**src/hw/rtl/clni_pkg.sv**
```systemverilog
// Shared constants, register codes and latency helper for the lattice neighbor index block.
package clni_pkg;

    localparam int IDX_W          = 23;
    localparam int MAX_EXTENT_DEF = 64;

    localparam int CFG_IDX_W  = 2;
    localparam int CFG_DATA_W = 7;
    localparam int XH_REG_W   = 6;
    localparam int EXT_REG_W  = 7;

    localparam logic [CFG_IDX_W-1:0] REG_X_HALF = 2'd0;
    localparam logic [CFG_IDX_W-1:0] REG_Y_EXT  = 2'd1;
    localparam logic [CFG_IDX_W-1:0] REG_Z_EXT  = 2'd2;
    localparam logic [CFG_IDX_W-1:0] REG_T_EXT  = 2'd3;

    localparam logic [XH_REG_W-1:0]  XH_RST  = 6'd4;
    localparam logic [EXT_REG_W-1:0] EXT_RST = 7'd8;

    // quotient widths of the three divider chains, bounded by the in-range coordinate sizes
    function automatic int clni_q1(input int max_ext);
        int cw;
        cw = $clog2(max_ext);
        return (3 * cw < IDX_W) ? 3 * cw : IDX_W;
    endfunction

    function automatic int clni_q2(input int max_ext);
        int cw;
        int q1;
        cw = $clog2(max_ext);
        q1 = clni_q1(max_ext);
        return (2 * cw < q1) ? 2 * cw : q1;
    endfunction

    function automatic int clni_q3(input int max_ext);
        int cw;
        int q2;
        cw = $clog2(max_ext);
        q2 = clni_q2(max_ext);
        return (cw < q2) ? cw : q2;
    endfunction

    // start-to-done stages: three dividers of (Q+1) stages plus two neighbor stages
    function automatic int clni_latency(input int max_ext);
        return clni_q1(max_ext) + clni_q2(max_ext) + clni_q3(max_ext) + 5;
    endfunction

endpackage

```
**src/hw/rtl/clni_div.sv**
```systemverilog
// Pipelined restoring divider, one quotient bit per stage, with a side payload.
module clni_div #(
    parameter int DW = 23,
    parameter int VW = 7,
    parameter int QW = 18,
    parameter int PW = 24
) (
    input  logic          i_clk,
    input  logic          i_rst_n,
    input  logic          i_vld,
    input  logic [DW-1:0] i_dividend,
    input  logic [VW-1:0] i_divisor,
    input  logic [PW-1:0] i_pay,
    output logic          o_vld,
    output logic [QW-1:0] o_quo,
    output logic [VW-1:0] o_rem,
    output logic [PW-1:0] o_pay
);

    logic          r_vld [0:QW];
    logic [VW-1:0] r_rem [0:QW];
    logic [QW-1:0] r_lq  [0:QW];
    logic [PW-1:0] r_pay [0:QW];

    // stage 0: high part of the dividend is the starting remainder
    always_ff @(posedge i_clk) begin
        if (!i_rst_n) begin
            r_vld[0] <= 1'b0;
        end else begin
            r_vld[0] <= i_vld;
        end
        r_rem[0] <= VW'(i_dividend >> QW);
        r_lq[0]  <= QW'(i_dividend);
        r_pay[0] <= i_pay;
    end

    genvar s;
    generate
        for (s = 1; s <= QW; s++) begin : g_step
            logic [VW:0]   n_trial;
            logic          n_ge;
            logic [VW-1:0] n_rem;
            logic [QW-1:0] n_lq;

            always_comb begin
                n_trial = {r_rem[s-1], r_lq[s-1][QW-1]};
                n_ge    = (n_trial >= {1'b0, i_divisor});
                n_rem   = n_ge ? VW'(n_trial - {1'b0, i_divisor}) : VW'(n_trial);
                n_lq    = QW'({r_lq[s-1], n_ge});
            end

            always_ff @(posedge i_clk) begin
                if (!i_rst_n) begin
                    r_vld[s] <= 1'b0;
                end else begin
                    r_vld[s] <= r_vld[s-1];
                end
                r_rem[s] <= n_rem;
                r_lq[s]  <= n_lq;
                r_pay[s] <= r_pay[s-1];
            end
        end
    endgenerate

    assign o_vld = r_vld[QW];
    assign o_quo = r_lq[QW];
    assign o_rem = r_rem[QW];
    assign o_pay = r_pay[QW];

endmodule

```
**src/hw/rtl/clni_cfg.sv**
```systemverilog
// Configuration registers, extent saturation and lattice stride products.
module clni_cfg #(
    parameter int MAX_EXTENT = clni_pkg::MAX_EXTENT_DEF,
    parameter int NXH_W      = 6,
    parameter int EW         = 7,
    parameter int SY_W       = 13,
    parameter int SZ_W       = 20,
    parameter int VOL_W      = 27
) (
    input  logic                           i_clk,
    input  logic                           i_rst_n,
    input  logic                           i_cfg_we,
    input  logic [clni_pkg::CFG_IDX_W-1:0]  i_cfg_addr,
    input  logic [clni_pkg::CFG_DATA_W-1:0] i_cfg_wdata,
    output logic [NXH_W-1:0]               o_nxh,
    output logic [EW-1:0]                  o_ny,
    output logic [EW-1:0]                  o_nz,
    output logic [EW-1:0]                  o_nt,
    output logic [SY_W-1:0]                o_sy,
    output logic [SZ_W-1:0]                o_sz,
    output logic [VOL_W-1:0]               o_vol
);

    logic [clni_pkg::XH_REG_W-1:0]  r_xh;
    logic [clni_pkg::EXT_REG_W-1:0] r_ye;
    logic [clni_pkg::EXT_REG_W-1:0] r_ze;
    logic [clni_pkg::EXT_REG_W-1:0] r_te;
    logic [SY_W-1:0]                r_sy;
    logic [SZ_W-1:0]                r_sz;
    logic [VOL_W-1:0]               r_vol;

    always_ff @(posedge i_clk) begin
        if (!i_rst_n) begin
            r_xh <= clni_pkg::XH_RST;
            r_ye <= clni_pkg::EXT_RST;
            r_ze <= clni_pkg::EXT_RST;
            r_te <= clni_pkg::EXT_RST;
        end else if (i_cfg_we) begin
            case (i_cfg_addr)
                clni_pkg::REG_X_HALF: begin
                    r_xh <= i_cfg_wdata[clni_pkg::XH_REG_W-1:0];
                end
                clni_pkg::REG_Y_EXT: begin
                    r_ye <= i_cfg_wdata[clni_pkg::EXT_REG_W-1:0];
                end
                clni_pkg::REG_Z_EXT: begin
                    r_ze <= i_cfg_wdata[clni_pkg::EXT_REG_W-1:0];
                end
                clni_pkg::REG_T_EXT: begin
                    r_te <= i_cfg_wdata[clni_pkg::EXT_REG_W-1:0];
                end
                default: begin
                end
            endcase
        end
    end

    always_comb begin
        o_nxh = (32'(r_xh) > 32'(MAX_EXTENT / 2)) ? NXH_W'(MAX_EXTENT / 2) : NXH_W'(r_xh);
        o_ny  = (32'(r_ye) > 32'(MAX_EXTENT)) ? EW'(MAX_EXTENT) : EW'(r_ye);
        o_nz  = (32'(r_ze) > 32'(MAX_EXTENT)) ? EW'(MAX_EXTENT) : EW'(r_ze);
        o_nt  = (32'(r_te) > 32'(MAX_EXTENT)) ? EW'(MAX_EXTENT) : EW'(r_te);
    end

    // strides settle via sy, sz, vol after a write, within the pipeline latency
    always_ff @(posedge i_clk) begin
        r_sy  <= SY_W'(o_nxh) * SY_W'(o_ny);
        r_sz  <= SZ_W'(r_sy) * SZ_W'(o_nz);
        r_vol <= VOL_W'(r_sz) * VOL_W'(o_nt);
    end

    assign o_sy  = r_sy;
    assign o_sz  = r_sz;
    assign o_vol = r_vol;

endmodule

```
**src/hw/rtl/clni_nbr.sv**
```systemverilog
// Neighbor offset selection and index adders, two register stages.
module clni_nbr #(
    parameter int NXH_W = 6,
    parameter int EW    = 7,
    parameter int TW    = 6,
    parameter int SY_W  = 13,
    parameter int SZ_W  = 20,
    parameter int VOL_W = 27
) (
    input  logic                              i_clk,
    input  logic                              i_rst_n,
    input  logic                              i_vld,
    input  logic [clni_pkg::IDX_W-1:0]        i_site,
    input  logic                              i_par,
    input  logic [NXH_W-1:0]                  i_xcb,
    input  logic [EW-1:0]                     i_y,
    input  logic [EW-1:0]                     i_z,
    input  logic [TW-1:0]                     i_t,
    input  logic [NXH_W-1:0]                  i_nxh,
    input  logic [EW-1:0]                     i_ny,
    input  logic [EW-1:0]                     i_nz,
    input  logic [EW-1:0]                     i_nt,
    input  logic [SY_W-1:0]                   i_sy,
    input  logic [SZ_W-1:0]                   i_sz,
    input  logic [VOL_W-1:0]                  i_vol,
    output logic                              o_vld,
    output logic [7:0][clni_pkg::IDX_W-1:0]   o_nbr,
    output logic                              o_src_par,
    output logic                              o_oor
);

    localparam int IW    = clni_pkg::IDX_W;
    localparam int CMP_W = (VOL_W > IW) ? VOL_W : IW;
    localparam logic [IW-1:0] ZERO = IW'(0);
    localparam logic [IW-1:0] ONE  = IW'(1);

    logic                 n_p;
    logic [IW-1:0]        n_sx;
    logic [IW-1:0]        n_sy;
    logic [IW-1:0]        n_sz;
    logic [IW-1:0]        n_sv;
    logic                 n_oor;
    logic [7:0][IW-1:0]   n_dlt;
    logic [7:0][IW-1:0]   n_nbr;

    logic                 r_v1;
    logic [IW-1:0]        r_site;
    logic                 r_par1;
    logic                 r_oor1;
    logic [7:0][IW-1:0]   r_dlt;

    logic                 r_v2;
    logic [7:0][IW-1:0]   r_nbr;
    logic                 r_src_par;
    logic                 r_oor2;

    // offsets are taken mod 2^IDX_W; a wrap adds or removes one full period
    always_comb begin
        n_p   = i_par ^ i_y[0] ^ i_z[0] ^ i_t[0];
        n_sx  = IW'(i_nxh);
        n_sy  = IW'(i_sy);
        n_sz  = IW'(i_sz);
        n_sv  = IW'(i_vol);
        n_oor = (CMP_W'(i_site) >= CMP_W'(i_vol));

        n_dlt[0] = n_p ? ((i_xcb == i_nxh - NXH_W'(1)) ? ZERO - IW'(i_xcb) : ONE) : ZERO;
        n_dlt[1] = n_p ? ZERO : ((i_xcb == NXH_W'(0)) ? n_sx - ONE : ZERO - ONE);
        n_dlt[2] = (i_y == i_ny - EW'(1)) ? n_sx - n_sy : n_sx;
        n_dlt[3] = (i_y == EW'(0)) ? n_sy - n_sx : ZERO - n_sx;
        n_dlt[4] = (i_z == i_nz - EW'(1)) ? n_sy - n_sz : n_sy;
        n_dlt[5] = (i_z == EW'(0)) ? n_sz - n_sy : ZERO - n_sy;
        n_dlt[6] = (EW'(i_t) == i_nt - EW'(1)) ? n_sz - n_sv : n_sz;
        n_dlt[7] = (i_t == TW'(0)) ? n_sv - n_sz : ZERO - n_sz;
    end

    always_ff @(posedge i_clk) begin
        if (!i_rst_n) begin
            r_v1 <= 1'b0;
        end else begin
            r_v1 <= i_vld;
        end
        r_site <= i_site;
        r_par1 <= i_par;
        r_oor1 <= n_oor;
        r_dlt  <= n_dlt;
    end

    always_comb begin
        for (int k = 0; k < 8; k++) begin
            n_nbr[k] = r_oor1 ? ZERO : r_site + r_dlt[k];
        end
    end

    always_ff @(posedge i_clk) begin
        if (!i_rst_n) begin
            r_v2 <= 1'b0;
        end else begin
            r_v2 <= r_v1;
        end
        r_nbr     <= n_nbr;
        r_src_par <= ~r_par1;
        r_oor2    <= r_oor1;
    end

    assign o_vld     = r_v2;
    assign o_nbr     = r_nbr;
    assign o_src_par = r_src_par;
    assign o_oor     = r_oor2;

endmodule

```
**src/hw/rtl/checkerboard_lattice_neighbor_index.sv**
```systemverilog
// Top level of the checkerboard lattice neighbor index generator.
// One site transfer can be taken every clock cycle while busy is low; busy is high during
// reset and in the first cycle after it. The result of a transfer shows on the o_ ports
// with o_done once it has passed the divider and neighbor stages and cannot be held off,
// so results leave in order at the input rate. Three chained divider pipelines peel x-half,
// y and z off the site index one quotient bit per stage behind a load stage (19, 13 and 7
// stages at the default), followed by two stages that pick the wrap offsets and add them.
// Extent registers may only be written while no transfer is in flight; products derived
// from them settle after a write through the registered products sy, sz and vol in turn.
module checkerboard_lattice_neighbor_index #(
    parameter int MAX_EXTENT = clni_pkg::MAX_EXTENT_DEF
) (
    input  logic                            i_clk,
    input  logic                            i_rst_n,
    input  logic                            start,
    output logic                            busy,
    input  logic [clni_pkg::IDX_W-1:0]      i_site_index,
    input  logic                            i_target_parity,
    input  logic                            i_cfg_we,
    input  logic [clni_pkg::CFG_IDX_W-1:0]  i_cfg_addr,
    input  logic [clni_pkg::CFG_DATA_W-1:0] i_cfg_wdata,
    output logic                            o_done,
    output logic [clni_pkg::IDX_W-1:0]      o_x_fwd_site,
    output logic [clni_pkg::IDX_W-1:0]      o_x_back_site,
    output logic [clni_pkg::IDX_W-1:0]      o_y_fwd_site,
    output logic [clni_pkg::IDX_W-1:0]      o_y_back_site,
    output logic [clni_pkg::IDX_W-1:0]      o_z_fwd_site,
    output logic [clni_pkg::IDX_W-1:0]      o_z_back_site,
    output logic [clni_pkg::IDX_W-1:0]      o_t_fwd_site,
    output logic [clni_pkg::IDX_W-1:0]      o_t_back_site,
    output logic                            o_source_parity,
    output logic                            o_out_of_range
);

    localparam int IW    = clni_pkg::IDX_W;
    localparam int NXH_W = $clog2(MAX_EXTENT / 2 + 1);
    localparam int EW    = $clog2(MAX_EXTENT + 1);
    localparam int SY_W  = NXH_W + EW;
    localparam int SZ_W  = SY_W + EW;
    localparam int VOL_W = SZ_W + EW;
    localparam int Q1    = clni_pkg::clni_q1(MAX_EXTENT);
    localparam int Q2    = clni_pkg::clni_q2(MAX_EXTENT);
    localparam int Q3    = clni_pkg::clni_q3(MAX_EXTENT);
    localparam int P1_W  = IW + 1;
    localparam int P2_W  = P1_W + NXH_W;
    localparam int P3_W  = P2_W + EW;

    logic                r_busy;
    logic                n_acc;

    logic [NXH_W-1:0]    nxh;
    logic [EW-1:0]       ny;
    logic [EW-1:0]       nz;
    logic [EW-1:0]       nt;
    logic [SY_W-1:0]     sy;
    logic [SZ_W-1:0]     sz;
    logic [VOL_W-1:0]    vol;

    logic                d1_vld;
    logic [Q1-1:0]       d1_quo;
    logic [NXH_W-1:0]    d1_rem;
    logic [P1_W-1:0]     d1_pay;

    logic                d2_vld;
    logic [Q2-1:0]       d2_quo;
    logic [EW-1:0]       d2_rem;
    logic [P2_W-1:0]     d2_pay;

    logic                d3_vld;
    logic [Q3-1:0]       d3_quo;
    logic [EW-1:0]       d3_rem;
    logic [P3_W-1:0]     d3_pay;

    logic [7:0][IW-1:0]  nbr;

    always_ff @(posedge i_clk) begin
        if (!i_rst_n) begin
            r_busy <= 1'b1;
        end else begin
            r_busy <= 1'b0;
        end
    end

    assign busy  = r_busy;
    assign n_acc = start & ~r_busy;

    clni_cfg #(
        .MAX_EXTENT (MAX_EXTENT),
        .NXH_W      (NXH_W),
        .EW         (EW),
        .SY_W       (SY_W),
        .SZ_W       (SZ_W),
        .VOL_W      (VOL_W)
    ) u_cfg (
        .i_clk       (i_clk),
        .i_rst_n     (i_rst_n),
        .i_cfg_we    (i_cfg_we),
        .i_cfg_addr  (i_cfg_addr),
        .i_cfg_wdata (i_cfg_wdata),
        .o_nxh       (nxh),
        .o_ny        (ny),
        .o_nz        (nz),
        .o_nt        (nt),
        .o_sy        (sy),
        .o_sz        (sz),
        .o_vol       (vol)
    );

    // site / Nxh -> yzt, remainder is the x-half coordinate
    clni_div #(.DW(IW), .VW(NXH_W), .QW(Q1), .PW(P1_W)) u_div_x (
        .i_clk      (i_clk),
        .i_rst_n    (i_rst_n),
        .i_vld      (n_acc),
        .i_dividend (i_site_index),
        .i_divisor  (nxh),
        .i_pay      ({i_site_index, i_target_parity}),
        .o_vld      (d1_vld),
        .o_quo      (d1_quo),
        .o_rem      (d1_rem),
        .o_pay      (d1_pay)
    );

    // yzt / Ny -> zt, remainder y
    clni_div #(.DW(Q1), .VW(EW), .QW(Q2), .PW(P2_W)) u_div_y (
        .i_clk      (i_clk),
        .i_rst_n    (i_rst_n),
        .i_vld      (d1_vld),
        .i_dividend (d1_quo),
        .i_divisor  (ny),
        .i_pay      ({d1_pay, d1_rem}),
        .o_vld      (d2_vld),
        .o_quo      (d2_quo),
        .o_rem      (d2_rem),
        .o_pay      (d2_pay)
    );

    // zt / Nz -> t, remainder z
    clni_div #(.DW(Q2), .VW(EW), .QW(Q3), .PW(P3_W)) u_div_z (
        .i_clk      (i_clk),
        .i_rst_n    (i_rst_n),
        .i_vld      (d2_vld),
        .i_dividend (d2_quo),
        .i_divisor  (nz),
        .i_pay      ({d2_pay, d2_rem}),
        .o_vld      (d3_vld),
        .o_quo      (d3_quo),
        .o_rem      (d3_rem),
        .o_pay      (d3_pay)
    );

    clni_nbr #(
        .NXH_W (NXH_W),
        .EW    (EW),
        .TW    (Q3),
        .SY_W  (SY_W),
        .SZ_W  (SZ_W),
        .VOL_W (VOL_W)
    ) u_nbr (
        .i_clk     (i_clk),
        .i_rst_n   (i_rst_n),
        .i_vld     (d3_vld),
        .i_site    (d3_pay[P3_W-1 -: IW]),
        .i_par     (d3_pay[NXH_W + EW]),
        .i_xcb     (d3_pay[EW +: NXH_W]),
        .i_y       (d3_pay[EW-1:0]),
        .i_z       (d3_rem),
        .i_t       (d3_quo),
        .i_nxh     (nxh),
        .i_ny      (ny),
        .i_nz      (nz),
        .i_nt      (nt),
        .i_sy      (sy),
        .i_sz      (sz),
        .i_vol     (vol),
        .o_vld     (o_done),
        .o_nbr     (nbr),
        .o_src_par (o_source_parity),
        .o_oor     (o_out_of_range)
    );

    assign o_x_fwd_site  = nbr[0];
    assign o_x_back_site = nbr[1];
    assign o_y_fwd_site  = nbr[2];
    assign o_y_back_site = nbr[3];
    assign o_z_fwd_site  = nbr[4];
    assign o_z_back_site = nbr[5];
    assign o_t_fwd_site  = nbr[6];
    assign o_t_back_site = nbr[7];

endmodule

```
**config.mk**
```make
export PLATFORM = sky130hd
export DESIGN_NAME = checkerboard_lattice_neighbor_index
export DESIGN_NICKNAME = d
export VERILOG_FILES = /design/src/hw/rtl/clni_pkg.sv /design/src/hw/rtl/clni_div.sv /design/src/hw/rtl/clni_cfg.sv /design/src/hw/rtl/clni_nbr.sv /design/src/hw/rtl/checkerboard_lattice_neighbor_index.sv
export SDC_FILE = /design/constraint.sdc
export NUM_CORES = 2
export LEC_CHECK = 0
export BUFFER_PORTS_ARGS = -buffer_cell sky130_fd_sc_hd__buf_2
export CAP_MARGIN = 20
export CELL_PAD_IN_SITES_DETAIL_PLACEMENT = 1
export CELL_PAD_IN_SITES_GLOBAL_PLACEMENT = 2
export CORE_UTILIZATION = 34
export CTS_CLUSTER_DIAMETER = 100
export CTS_CLUSTER_SIZE = 25
export DETAILED_ROUTE_END_ITERATION = 6
export GPL_ROUTABILITY_DRIVEN = 0
export PLACE_DENSITY = 0.72
export SETUP_SLACK_MARGIN = 0.3
export SLEW_MARGIN = 10
export SYNTH_ARGS = -nofsm -noshare
export SYNTH_HDL_FRONTEND = slang
export SYNTH_SLANG_ARGS = --single-unit
```
**constraint.sdc**
```tcl
create_clock -name i_clk -period 5.5 [get_ports i_clk]
set_input_delay 0.825 -clock i_clk [delete_from_list [all_inputs] [get_ports i_clk]]
set_output_delay 0.825 -clock i_clk [all_outputs]
set_load 0.01 [all_outputs]
```
==> metrics.md <==
| Metric | Value |
|---|---|
| Setup repair after global routing missed its margin | `yes` |
| Relative slew slack | `28.4%` |
| Met3 routed WL | `6520 um` |
| EDFF count, synth | `0` |
| Post-DP HPWL | `154000 um` |
| FP Rows | `178` |
| PD cells | `448 mW/mm^2` |
| Worst reg2reg path endpoint | `u_cfg.o_vol[26]` |
| Residual DRC | `0` |
| Post-place setup slack | `-21.5 ps` |
| Most common cell in the synthesized netlist | `dfxtp_1` |
| Post-synthesis instance area | `0.0806 mm^2` |
| Synth Instances | `7293` |
| DR WL/cell | `18.7 um` |
| Netlist cell types | `97` |
| Fmax | `196 MHz` |
| Status | `complete, no violations` |
| Slew @ Worst Pin | `1070 ps` |
| CTS Sinks | `2190` |
| Die area | `0.239 mm^2` |
| CP max stage cell | `fa_1` |
| M1 wire length | `93200 um` |
| CP Capture Type | `flip-flop` |
| Slowest stage delay, CP | `540 ps` |
| Total GRT Usage | `16.9%` |
| Final net count | `8501` |
| Max clock buf depth | `3` |
| Design Area, Final | `0.0902 mm^2` |
| Required time of the critical path | `6240 ps` |
| Clock Latency Late Sink | `810 ps` |
| Post-route ant nets | `0` |
| Yosys top cell area share | `54.4%` |
| Via/cell ratio | `4.71` |
| HP Class | `input port to flip-flop` |
| Initial antenna violation count | `8` |
| Hold path cells | `1` |
| CP Max Fanout | `8` |
| Final hold violations | `0` |
| DIE WIDTH | `489 um` |
| Clock tree from TritonCTS | `yes` |
| DIE HEIGHT | `489 um` |
| 1st-iter DRT viols | `2177` |
| Synth Flop Type | `dfxtp_1` |
| Crit path time final | `5100 ps` |
| Max Transition Viols Final | `0` |
| Worst Skew | `58.9 ps` |
| CTS Root Cell | `clkbuf_16` |
| R2R setup slack | `400 ps` |
| Final Setup Violations | `0` |
| Syn Nets | `8166` |
| Fraction of registers with async set/reset | `0%` |
| Port Buffers | `224` |
| Post-placement cell area | `0.0862 mm^2` |
| Final Cycle Share | `92.8%` |
| HP Start | `i_site_index[20]` |
| Max-Cap Viols | `0` |
| Worst VDD drop | `0.000314 V` |
| Largest net degree at the start of global routing | `73` |
| CP most frequent cell | `fa_1` |
| Sequential area share after synthesis | `54.4%` |
| Worst path cell trace | `buf_6, and2b_4, inv_4, nor2_1, fa_1, fa_1, fa_1, inv_1, fa_1, inv_1, ha_4, nor2b_2, o311ai_4, a41oi_4, a2111o_1, a21o_1, a21oi_2, xnor2_1` |
| Drt total wl | `202000 um` |
| Number of global-route vias before repair | `54200` |
| Highest routed layer | `met5` |
| Post-synthesis register bit count | `2190` |
| Num CTS Buffers | `110` |
| Clock Pin Slew Worst Setup and Hold Paths | `90 ps` |
| R2R Path Start | `u_cfg.r_te[6]` |
| Area Overhead vs Synth | `11.9%` |
| Most frequent cells after synthesis | `2190 x dfxtp_1, 622 x ha_1, 584 x nor2_1` |
| Router iterations before antenna repair | `5` |
| Synthesis warning total | `0` |
| R2R cell count | `18` |
| CP delay by family, top | `adder cells` |
| Starting Density | `34.2%` |
| Share of cells above drive strength 1 | `10.5%` |
| Vias | `51000` |
| Overflow after GRT | `0` |
| CTS H-tree depth | `3` |
| First-pass GRT wire length | `314000 um` |
| Worst Hold Path EP | `u_div_x.r_pay[0][21]` |
| Met2 WL | `96300 um` |
| Synth area leader | `dfxtp_1` |
| Critical path launch point type | `flip-flop` |
| Arrival @ worst endpoint | `5850 ps` |
| IO Pins | `225` |
| Core area | `0.235 mm^2` |
| Syn Area/Cell | `11.1 um^2` |
| Final setup margin | `398 ps` |
| Kind of critical path | `flip-flop to flip-flop` |
| LEAKAGE | `39.6 nW` |
| Synth top area cells | `dfxtp_1 54%, ha_1 9.7%, fa_1 5.3%` |
| Worst Path Buf+Inv | `4` |
## per-stage QoR
stage	TNS (ps)	util [%]	total power, mW	hold slack [ps]	cells
global placement	0	36.6	31.3	310	10700
floorplan	0	-	28.2	310	7293
finish	0	38.3	40.5	112	10800
detailed placement	-21.5	36.6	31.6	313	10700
CTS	0	38.1	41.1	20.9	10800
global route	0	38.3	43.2	34.2	10800
## where the power goes
group	internal, mW	switching (mW)
Clock	3.99	5.26
Sequential	19.1	1.36
Combinational	4.87	5.87
Total	28.0	12.5
## layer usage
layer,GRT usage (%),up-vias
li1,-,25100
met1,21.9,24900
met2,29.2,717
met3,1.97,257
met4,5.04,4
met5,0,-
## layout by cell type, fill, tap and decap left out, drive strengths merged, types with 9 or more instances in the layout
master / netlist / routed
fa: 214 / 214
o21bai: 26 / 26
a21o: 105 / 105
clkbuf: 132 / 115
a211oi: 52 / 52
mux2i: 113 / 113
o31a: 18 / 18
a221o: 9 / 9
and2: 115 / 115
xor2: 124 / 124
or3: 21 / 21
a21oi: 299 / 299
o311ai: 12 / 12
or4: 48 / 48
o21a: 59 / 59
clkinv: 12 / 23
and4: 10 / 10
nor3: 151 / 151
dfxtp: 2190 / 2190
and3: 60 / 60
o211a: 33 / 33
buf: 27 / 380
ha: 622 / 622
a221oi: 11 / 11
nor4: 20 / 20
xnor2: 251 / 251
o31ai: 18 / 18
nor2: 584 / 584
inv: 536 / 559
nand2b: 45 / 45
a31oi: 25 / 25
nand3: 80 / 80
nand4: 70 / 70
o211ai: 22 / 22
a21boi: 60 / 60
nor2b: 170 / 170
nand2: 359 / 359
mux2: 138 / 138
o21ai: 361 / 361
## worst max-delay path by stage
| stage | endpoint | slack [ps] | cells past startpoint | startpoint |
|---|---|---|---|---|
| 2_1_floorplan | u_cfg.o_vol[25] | 320 | 19 | u_cfg.r_te[6] |
| 3_3_place_gp | u_cfg.o_vol[26] | 80 | 19 | u_cfg.r_te[6] |
| 3_5_place_dp | u_cfg.o_vol[25] | -20 | 19 | u_cfg.r_te[6] |
| 4_1_cts | u_cfg.o_vol[26] | 290 | 19 | u_cfg.r_te[5] |
| 5_1_grt | u_cfg.o_vol[26] | 230 | 20 | u_cfg.r_te[6] |
| 6_report | u_cfg.o_vol[26] | 400 | 18 | u_cfg.r_te[6] |
## cell type report
| class | instances | area [um^2] |
|---|---|---|
| fillers | 25800 | 145000 |
| multi-input cells | 4396 | 34500 |
| repair buffers | 381 | 2380 |
| inverters | 548 | 2080 |
| repair inverters | 1 | 6.26 |
| well taps | 3150 | 3940 |
| flip-flops and latches | 2190 | 43900 |
| diodes | 5 | 12.5 |
| clock buffers | 114 | 2810 |
| clock inverters | 41 | 648 |
## sequential cells by signal, indices dropped and copies added (netlist names), 13 cells and up
| register | cells |
|---|---|
| u_div_y.r_pay | 390 |
| u_div_x.r_pay | 378 |
| u_div_z.r_pay | 259 |
| u_div_x.r_lq | 249 |
| u_nbr.o_nbr | 184 |
| u_div_y.r_lq | 156 |
| u_nbr.r_dlt | 130 |
| u_div_x.r_rem | 108 |
| u_div_y.r_rem | 90 |
| u_div_z.r_rem | 48 |
| u_div_z.r_lq | 42 |
| u_cfg.o_vol | 27 |
| u_nbr.r_site | 23 |
| u_cfg.o_sz | 20 |
| u_div_x.r_vld | 19 |
| u_cfg.o_sy | 13 |
| u_div_y.r_vld | 13 |
## kinds of logic (layout without fill, tap and decap cells)
family	Yosys count	in the layout	synth area share (%)
AOI/OAI and AO/OA	1170	1170	9.26
xor gates and xnor gates	375	375	4.07
adders and majority gates	836	836	15.0
buffers and inverters	707	1085	3.33
DFF	2190	2190	54.4
muxes	251	251	3.34
other	0	5	0
and+or+nand+nor	1764	1764	10.6
## timing repair
item                       in CTS  in global routing
pin swaps                       7                 56
resized for setup              17                102
buffers inserted                3                  6
gates cloned                    1                  3
hold endpoints to repair        0                  0
hold buffers                    0                  0
setup endpoints to repair      12                 17
No activity file was read; power rests on OpenSTA's default activity.
